File: src/sv/jmef_pkg.sv
// jmef_pkg: shared types, codes and helpers for the jpeg marker end finder
// used by jmef_parser, jmef_out_skid and jpeg_marker_end_finder; no dependencies

package jmef_pkg;

   localparam int DataWidth   = 8;
   localparam int StatusWidth = 2;
   localparam int OffsetWidth = 32;
   localparam int RspWidth    = 40;
   localparam int LenWidth    = 16;

   localparam logic [7:0] ByteFill = 8'hFF;
   localparam logic [7:0] ByteSoi  = 8'hD8;
   localparam logic [7:0] ByteEoi  = 8'hD9;
   localparam logic [7:0] ByteSos  = 8'hDA;

   localparam logic [LenWidth-1:0] SofHeaderBytes = 16'd5;
   localparam logic [9:0]          SofFixedLength = 10'd8;
   localparam logic [LenWidth-1:0] MinSegLength   = 16'd2;

   typedef enum logic [3:0] {
      PH_FIRST0    = 4'd0,
      PH_FIRST1    = 4'd1,
      PH_SEEK      = 4'd2,
      PH_MARKER    = 4'd3,
      PH_LEN_HI    = 4'd4,
      PH_LEN_LO    = 4'd5,
      PH_SKIP      = 4'd6,
      PH_SOF_HDR   = 4'd7,
      PH_SOF_NCOMP = 4'd8,
      PH_SCAN      = 4'd9,
      PH_SCAN_MARK = 4'd10
   } phase_type;

   typedef enum logic [StatusWidth-1:0] {
      ST_END       = 2'd0,
      ST_BAD_START = 2'd1,
      ST_BAD_LEN   = 2'd2,
      ST_EARLY     = 2'd3
   } status_type;

   typedef struct packed {
      logic [OffsetWidth-1:0] end_offset;
      status_type             status;
   } rsp_item_type;

   localparam int RspItemWidth = $bits(rsp_item_type);

   function automatic logic is_sofn(input logic [7:0] m);
      is_sofn = (m[7:4] == 4'hC) && (m != 8'hC4) && (m != 8'hC8) && (m != 8'hCC);
   endfunction

endpackage

File: src/sv/jmef_parser.sv
// jmef_parser: marker segment walker state, one byte per accepted transaction
// depends on jmef_pkg

module jmef_parser #(
   parameter int OFFSET_WIDTH = 32
) (
   input  logic                  clock,
   input  logic                  reset,
   input  logic                  accept,
   input  logic [7:0]            data_byte,
   input  logic                  last_byte,
   output logic                  emit,
   output jmef_pkg::rsp_item_type item
);
   import jmef_pkg::*;

   phase_type                 phase_ff, phase_in, phase_step;
   logic [OFFSET_WIDTH-1:0]   count_ff, count_in, count_inc;
   logic [LenWidth-1:0]       seg_rem_ff, seg_rem_in, seg_rem_dec;
   logic [7:0]                len_hi_ff, len_hi_in;
   logic [LenWidth-1:0]       frame_len_ff, frame_len_in;
   logic [7:0]                marker_ff, marker_in;
   logic                      finished_ff, finished_in;

   logic [LenWidth-1:0]       seg_len;
   logic [9:0]                comp_bytes;
   logic                      sof_match;
   logic                      step;
   logic                      step_emit;
   status_type                step_status;
   logic [63:0]               count_wide;
   logic [OffsetWidth-1:0]    offset_sat;

   assign step        = accept && !finished_ff;
   assign seg_len     = {len_hi_ff, data_byte};
   assign comp_bytes  = 10'(data_byte) + 10'({data_byte, 1'b0});
   assign sof_match   = frame_len_ff == LenWidth'(comp_bytes + SofFixedLength);
   assign seg_rem_dec = (seg_rem_ff != '0) ? seg_rem_ff - 1'b1 : seg_rem_ff;
   assign count_inc   = (&count_ff) ? count_ff : count_ff + 1'b1;
   assign count_wide  = 64'(count_inc);
   assign offset_sat  = (count_wide[63:32] != '0) ? '1 : count_wide[31:0];

   // next phase
   always_comb begin
      phase_step = phase_ff;
      case (phase_ff)
         PH_FIRST0: phase_step = PH_FIRST1;
         PH_FIRST1: begin
            if (len_hi_ff == ByteFill && data_byte == ByteSoi) phase_step = PH_SEEK;
         end
         PH_SEEK: begin
            if (data_byte == ByteFill) phase_step = PH_MARKER;
         end
         PH_MARKER: begin
            if (data_byte == ByteSos) phase_step = PH_SCAN;
            else if (data_byte != ByteFill && data_byte != ByteEoi) phase_step = PH_LEN_HI;
         end
         PH_LEN_HI: phase_step = PH_LEN_LO;
         PH_LEN_LO: begin
            if (is_sofn(marker_ff)) phase_step = PH_SOF_HDR;
            else if (seg_len == MinSegLength) phase_step = PH_SEEK;
            else if (seg_len > MinSegLength) phase_step = PH_SKIP;
         end
         PH_SKIP: begin
            if (seg_rem_dec == '0) phase_step = PH_SEEK;
         end
         PH_SOF_HDR: begin
            if (seg_rem_dec == '0) phase_step = PH_SOF_NCOMP;
         end
         PH_SOF_NCOMP: begin
            if (sof_match) phase_step = (comp_bytes == '0) ? PH_SEEK : PH_SKIP;
         end
         PH_SCAN: begin
            if (data_byte == ByteFill) phase_step = PH_SCAN_MARK;
         end
         PH_SCAN_MARK: begin
            if (data_byte != ByteFill && data_byte != ByteEoi) phase_step = PH_SCAN;
         end
         default: phase_step = PH_SEEK;
      endcase

      phase_in = phase_ff;
      if (step) phase_in = phase_step;
      if (accept && last_byte) phase_in = PH_FIRST0;
   end

   // result of one step
   always_comb begin
      step_emit   = 1'b0;
      step_status = ST_END;
      case (phase_ff)
         PH_FIRST1: begin
            if (!(len_hi_ff == ByteFill && data_byte == ByteSoi)) begin
               step_emit   = 1'b1;
               step_status = ST_BAD_START;
            end
         end
         PH_MARKER, PH_SCAN_MARK: begin
            if (data_byte == ByteEoi) begin
               step_emit   = 1'b1;
               step_status = ST_END;
            end
         end
         PH_LEN_LO: begin
            if (!is_sofn(marker_ff) && seg_len < MinSegLength) begin
               step_emit   = 1'b1;
               step_status = ST_BAD_LEN;
            end
         end
         PH_SOF_NCOMP: begin
            if (!sof_match) begin
               step_emit   = 1'b1;
               step_status = ST_BAD_LEN;
            end
         end
         default: begin
            step_emit   = 1'b0;
            step_status = ST_END;
         end
      endcase

      emit            = step && (step_emit || last_byte);
      item.end_offset = '0;
      if (step_emit) begin
         item.status = step_status;
         if (step_status == ST_END) item.end_offset = offset_sat;
      end else if (phase_step == PH_FIRST0 || phase_step == PH_FIRST1) begin
         item.status = ST_BAD_START;
      end else begin
         item.status = ST_EARLY;
      end
   end

   // datapath registers
   always_comb begin
      count_in     = count_ff;
      seg_rem_in   = seg_rem_ff;
      len_hi_in    = len_hi_ff;
      frame_len_in = frame_len_ff;
      marker_in    = marker_ff;
      finished_in  = finished_ff;
      if (step) begin
         count_in    = count_inc;
         finished_in = step_emit;
         case (phase_ff)
            PH_FIRST0, PH_LEN_HI: len_hi_in = data_byte;
            PH_MARKER: begin
               if (data_byte != ByteFill && data_byte != ByteEoi && data_byte != ByteSos)
                  marker_in = data_byte;
            end
            PH_LEN_LO: begin
               if (is_sofn(marker_ff)) begin
                  frame_len_in = seg_len;
                  seg_rem_in   = SofHeaderBytes;
               end else if (seg_len >= MinSegLength) begin
                  seg_rem_in = seg_len - MinSegLength;
               end
            end
            PH_SKIP, PH_SOF_HDR: seg_rem_in = seg_rem_dec;
            PH_SOF_NCOMP: begin
               if (sof_match) seg_rem_in = LenWidth'(comp_bytes);
            end
            default: seg_rem_in = seg_rem_ff;
         endcase
      end
      if (accept && last_byte) begin
         count_in     = '0;
         seg_rem_in   = '0;
         len_hi_in    = '0;
         frame_len_in = '0;
         marker_in    = '0;
         finished_in  = 1'b0;
      end
   end

   always_ff @(posedge clock) begin
      if (reset) begin
         phase_ff     <= PH_FIRST0;
         count_ff     <= '0;
         seg_rem_ff   <= '0;
         len_hi_ff    <= '0;
         frame_len_ff <= '0;
         marker_ff    <= '0;
         finished_ff  <= 1'b0;
      end else begin
         phase_ff     <= phase_in;
         count_ff     <= count_in;
         seg_rem_ff   <= seg_rem_in;
         len_hi_ff    <= len_hi_in;
         frame_len_ff <= frame_len_in;
         marker_ff    <= marker_in;
         finished_ff  <= finished_in;
      end
   end

   a_quiet_after_result: assert property (@(posedge clock) disable iff (reset)
      finished_ff |-> !emit)
      else $error("result after the parser finished");

   a_finish_on_result: assert property (@(posedge clock) disable iff (reset)
      (emit && !last_byte) |=> finished_ff)
      else $error("parser not finished after a result");

   a_restart_on_last: assert property (@(posedge clock) disable iff (reset)
      (accept && last_byte) |=> (phase_ff == PH_FIRST0 && !finished_ff && count_ff == '0))
      else $error("parser did not restart after the last byte");

   a_end_on_eoi: assert property (@(posedge clock) disable iff (reset)
      (emit && item.status == ST_END) |-> (data_byte == ByteEoi))
      else $error("end reported on a byte other than the end marker");

endmodule

File: src/sv/jmef_out_skid.sv
// jmef_out_skid: result register with a skid entry between parser and rsp channel
// depends on jmef_pkg

module jmef_out_skid (
   input  logic                   clock,
   input  logic                   reset,
   input  logic                   push,
   input  jmef_pkg::rsp_item_type push_item,
   output logic                   can_take,
   output logic                   out_valid,
   input  logic                   out_ready,
   output jmef_pkg::rsp_item_type out_item
);
   import jmef_pkg::*;

   logic         out_valid_ff, out_valid_in;
   logic         skid_valid_ff, skid_valid_in;
   rsp_item_type out_item_ff, out_item_in;
   rsp_item_type skid_item_ff, skid_item_in;
   logic         pop;

   assign pop       = out_valid_ff && out_ready;
   assign can_take  = !skid_valid_ff;
   assign out_valid = out_valid_ff;
   assign out_item  = out_item_ff;

   always_comb begin
      out_valid_in  = out_valid_ff;
      out_item_in   = out_item_ff;
      skid_valid_in = skid_valid_ff;
      skid_item_in  = skid_item_ff;
      if (!out_valid_ff || pop) begin
         if (skid_valid_ff) begin
            out_valid_in  = 1'b1;
            out_item_in   = skid_item_ff;
            skid_valid_in = push;
            skid_item_in  = push_item;
         end else begin
            out_valid_in = push;
            out_item_in  = push_item;
         end
      end else if (push) begin
         skid_valid_in = 1'b1;
         skid_item_in  = push_item;
      end
   end

   always_ff @(posedge clock) begin
      if (reset) begin
         out_valid_ff  <= 1'b0;
         skid_valid_ff <= 1'b0;
      end else begin
         out_valid_ff  <= out_valid_in;
         skid_valid_ff <= skid_valid_in;
      end
      out_item_ff  <= out_item_in;
      skid_item_ff <= skid_item_in;
   end

   a_skid_behind_out: assert property (@(posedge clock) disable iff (reset)
      skid_valid_ff |-> out_valid_ff)
      else $error("skid entry held while the output register is empty");

   a_no_overflow: assert property (@(posedge clock) disable iff (reset)
      (push && skid_valid_ff) |-> pop)
      else $error("result pushed into a full buffer");

   a_skid_drains: assert property (@(posedge clock) disable iff (reset)
      (skid_valid_ff && pop) |=> (out_valid_ff && out_item_ff == $past(skid_item_ff)))
      else $error("skid entry lost on drain");

endmodule

File: src/sv/jpeg_marker_end_finder.sv
// jpeg_marker_end_finder: top level, one JPEG byte per transaction in, status and end offset out
// depends on jmef_pkg, jmef_parser and jmef_out_skid
// each result is registered in the output register, or in its skid entry while that is held
// throughput: one byte per cycle while req_tready is high
// req_tready drops only while both the result register and its skid entry are full
// reset (synchronous, active high) returns the parser to expecting the start marker

module jpeg_marker_end_finder #(
   parameter int OFFSET_WIDTH = 32
) (
   input  logic        clock,
   input  logic        reset,
   input  logic        req_tvalid,
   output logic        req_tready,
   input  logic [7:0]  req_tdata,   // [7:0] data_byte
   input  logic        req_tlast,   // last_byte
   output logic        rsp_tvalid,
   input  logic        rsp_tready,
   output logic [39:0] rsp_tdata    // [1:0] status, [33:2] end_offset, [39:34] zero
);
   import jmef_pkg::*;

   logic         accept;
   logic         emit;
   logic         can_take;
   rsp_item_type step_item;
   rsp_item_type rsp_item;

   assign req_tready = can_take;
   assign accept     = req_tvalid && req_tready;
   assign rsp_tdata  = {(RspWidth - RspItemWidth)'(0), rsp_item};

   jmef_parser #(
      .OFFSET_WIDTH(OFFSET_WIDTH)
   ) u_parser (
      .clock     (clock),
      .reset     (reset),
      .accept    (accept),
      .data_byte (req_tdata),
      .last_byte (req_tlast),
      .emit      (emit),
      .item      (step_item)
   );

   jmef_out_skid u_out (
      .clock     (clock),
      .reset     (reset),
      .push      (emit),
      .push_item (step_item),
      .can_take  (can_take),
      .out_valid (rsp_tvalid),
      .out_ready (rsp_tready),
      .out_item  (rsp_item)
   );

endmodule

File: config.mk
export PLATFORM = sky130hd
export DESIGN_NAME = jpeg_marker_end_finder
export DESIGN_NICKNAME = d
export VERILOG_FILES = /design/src/sv/jmef_pkg.sv /design/src/sv/jmef_parser.sv /design/src/sv/jmef_out_skid.sv /design/src/sv/jpeg_marker_end_finder.sv
export SDC_FILE = /design/constraint.sdc
export NUM_CORES = 1
export LEC_CHECK = 0
export ABC_AREA = 1
export BUFFER_PORTS_ARGS = -buffer_cell sky130_fd_sc_hd__buf_4
export CELL_PAD_IN_SITES_DETAIL_PLACEMENT = 0
export CELL_PAD_IN_SITES_GLOBAL_PLACEMENT = 1
export CORE_ASPECT_RATIO = 1.1
export CORE_MARGIN = 8
export CORE_UTILIZATION = 47
export CTS_BUF_LIST = sky130_fd_sc_hd__clkbuf_2 sky130_fd_sc_hd__clkbuf_4 sky130_fd_sc_hd__clkbuf_8
export DETAILED_ROUTE_END_ITERATION = 8
export MAX_ROUTING_LAYER = met4
export PLACE_DENSITY = 0.89
export SETUP_SLACK_MARGIN = 0.05
export SLEW_MARGIN = 10
export SYNTH_ARGS = -nofsm -noshare
export SYNTH_HDL_FRONTEND = slang
export SYNTH_SLANG_ARGS = --single-unit
File: constraint.sdc
create_clock -name clock -period 5.06 [get_ports clock]
set_input_delay 0 -clock clock [delete_from_list [all_inputs] [get_ports clock]]
set_output_delay 0 -clock clock [all_outputs]
set_load 0.005 [all_outputs]
==> impl_metrics.env <==
export IMPL_drv_cap=0
export IMPL_rrSetupSlack_ps=1420
export IMPL_rows=53
export IMPL_dieArea_um2=24200
export IMPL_critPathSlowestCell="dlygate4sd3_1"
export IMPL_cp_end_kind="register"
export IMPL_holdPathEnd="u_out.skid_item_ff[21]"
export IMPL_antenna_cells=0
export IMPL_startpoint="req_tdata[2]"
export IMPL_initial_utilization=0.4792
export IMPL_syn_inst=1240
export IMPL_hold_violations=0
export IMPL_area_growth_pct=11.81
export IMPL_grt_pass1_wl_um=41020
export IMPL_crit_type="input pin to register"
export IMPL_grt_pass1_vias=8141
export IMPL_numPortBuffers=48
export IMPL_fill_cells=1976
export IMPL_drive_above_1_share=0.1045
export IMPL_ctsResizeCount=0
export IMPL_gp_congestion=0.9218
export IMPL_cp_common_cell="nand2_1"
export IMPL_drc=0
export IMPL_ys_seq_area_frac=0.4134
export IMPL_fp_coreArea_um2=19100
export IMPL_layout_common_cells="nand2_1, inv_1, nor2_1"
export IMPL_worstSkewPairLatency_ps=480
export IMPL_cp_required_ps=5420
export IMPL_die_w_um=149.1
export IMPL_die_y_um=162.4
export IMPL_vias=8191
export IMPL_slowest_delay_ps=590
export IMPL_yosys_warnings=0
export IMPL_clk_path_buf_depth=2
export IMPL_final_max_slew_viol_count=0
export IMPL_setup_viol=0
export IMPL_timing_rr_start="u_out.skid_valid_ff"
export IMPL_rr_worst_depth=8
export IMPL_crit_arrival_ps=4080
export IMPL_max_freq_mhz=268.7
export IMPL_cts_clk_slew_worst_paths_ps=90
export IMPL_cts_root_buf="clkbuf_8"
export IMPL_p_leak_nw=4.666
export IMPL_synth_top_area_frac=0.2231
export IMPL_stdcell_count=1549
export IMPL_cts_made_buffers=17
export IMPL_grt_setup_unrepaired="no"
export IMPL_cts_tree="built"
export IMPL_synth_area_um2=9153
export IMPL_max_vdd_ir_drop_mv=0.1562
export IMPL_postSynthAreaPerCell_um2=7.381
export IMPL_synth_area_top_cells="edfxtp_1, dfxtp_1, nand2_1"
export IMPL_critical_path_cell_chain="dlygate4sd3_1, buf_4, inv_1, ha_1, nand3_1, nand3_2, nand2_1, nand2_1, ha_1, inv_1, o21ai_0, nor2_1, nand3_1, nor2_1, nand2_1, nor2_2, nand2_2, a21boi_2, nand3_2, o21ai_2, a21oi_1, dlygate4sd3_1"
export IMPL_fin_skew_ps=16.26
export IMPL_slew_headroom=0.2581
export IMPL_worstSetupStartpointType="input pin"
export IMPL_synth_cell_type_count=50
export IMPL_period_minus_slack_ps=3721
export IMPL_ios=55
export IMPL_grt_max_degree=49
export IMPL_nNetsFinal=1327
export IMPL_vias_per_cell=5.288
export IMPL_drt_wl_total_um=25020
export IMPL_clock_sinks=155
export IMPL_dp_cells=1505
export IMPL_holdPathStages=3
export IMPL_yosys_area_top_type="edfxtp_1"
export IMPL_min_delay_start="req_tlast"
export IMPL_power_density_nw_per_um2=293.5
export IMPL_dp_hpwl_um=18780
export IMPL_cp_max_fo=7
export IMPL_ys_ff_latch=155
export IMPL_overflow=0
export IMPL_tns_ps=0
export IMPL_h_tree_depth=4
export IMPL_final_common_cell="nand2_1"
export IMPL_wire_per_inst_um=16.15
export IMPL_antenna_found_initial=0
export IMPL_grtUsageTotal=0.2193
export IMPL_ant_nets=0
export IMPL_drt_pass1_iter_count=5
export IMPL_dr_first_iter_drc_count=501
export IMPL_status="finished clean"
export IMPL_tightestPinTransition_ps=1106
export IMPL_power_mw=3.003
export IMPL_post_route_period_util=0.7354
export IMPL_timing_rr_end="u_parser.frame_len_ff[5]"
export IMPL_min_path_type="input pin to register"
per-stage QoR:
step           utilization  cell area, µm²  hold WS, ps  setup WS, ps
3_3_place_gp        0.5085            9711        185.5          1587
4_1_cts             0.5358           10230        3.384          1394
6_report            0.5358           10230        40.98          1339
3_5_place_dp        0.5085            9711        186.0          1499
5_1_grt             0.5358           10230        32.18         971.8
2_1_floorplan            -            9171        69.07         987.8
layer usage:
metal,global-route usage,wire length [µm],vias to the layer above
li1,-,-,4166
met1,0.2349,10210,3781
met2,0.3876,13010,182
met3,0.03613,828,62
met4,0.1047,963,0
met5,-,0,-
power breakdown:
| group | leakage [nW] | internal, mW | switching (mW) |
|---|---|---|---|
| Sequential | 1.40 | 1.37 | 0.0437 |
| Clock | 0.197 | 0.415 | 0.548 |
| Combinational | 3.07 | 0.211 | 0.419 |
| Total | 4.67 | 1.99 | 1.01 |
cells in the mapped netlist, drive strengths merged:
cell / count
nor4: 16
clkinv: 4
o31ai: 1
clkbuf: 31
fa: 1
o211ai: 13
nand3b: 3
xnor2: 7
dfxtp: 87
mux2i: 1
a22oi: 1
nand2: 279
o21bai: 3
o221ai: 1
ha: 24
nand4: 31
a21oi: 97
and2: 2
or2: 5
a221oi: 1
a211oi: 2
xor2: 39
o22ai: 13
conb: 1
nor3: 26
mux2: 1
a31oi: 2
inv: 186
nor2: 123
o21ai: 103
buf: 13
edfxtp: 68
nor4b: 1
nand3: 53
a21boi: 1
cells by family (layout without fill, tap and decap cells):
| group | Yosys count | in the layout | synth area share |
|---|---|---|---|
| simple gates | 539 | 539 | 0.2610 |
| compound gates | 238 | 238 | 0.1401 |
| other cells | 1 | 6 | 0.0004097 |
| mux | 2 | 2 | 0.002324 |
| flops | 155 | 155 | 0.4134 |
| fa+ha+maj | 25 | 25 | 0.03500 |
| buf+inv | 234 | 291 | 0.1017 |
| xor+xnor | 46 | 46 | 0.04607 |
sequential cells by signal, indices dropped and copies added (netlist names), 4 cells and up:
register               count
u_parser.frame_len_ff     16
u_parser.seg_rem_ff       16
u_parser.len_hi_ff         8
u_parser.count_ff         32
u_parser.marker_ff         8
u_out.skid_item_ff        34
u_out.out_item            34
u_parser.phase_ff          4
what timing repair did:
item	CTS	global route
buffers inserted	0	0
endpoints found under the hold margin	25	0
hold buffers	12	0
final cells by class:
class                      instances  area [µm²]  area share
multi-input combinational        856        4474      0.4372
inverter                         190       715.7     0.06993
clock inverter                    14       161.4     0.01577
sequential                       155        3784      0.3697
timing repair buffer              69       548.0     0.05355
clock buffer                      18       241.5     0.02360
tap                              247       309.0     0.03020
worst max-delay path: cells and delay by family:
kind	cells	cell delay (ps)
AND/OR/NAND/NOR	11	1260
adder cells (fa/ha/maj)	2	800
AO/OA/AOI/OAI	4	600
buffers and inverters	5	1430
worst max-delay path by stage:
stage / slack, ps / to
finish: 1340 / u_out.skid_valid_ff
global placement: 1590 / u_out.skid_item_ff[12]
floorplan: 990 / u_out.skid_item_ff[0]
global route: 970 / u_parser.frame_len_ff[7]
CTS: 1390 / u_out.skid_valid_ff
detailed placement: 1500 / u_out.skid_item_ff[7]
No activity file was read; power rests on OpenSTA's default activity.
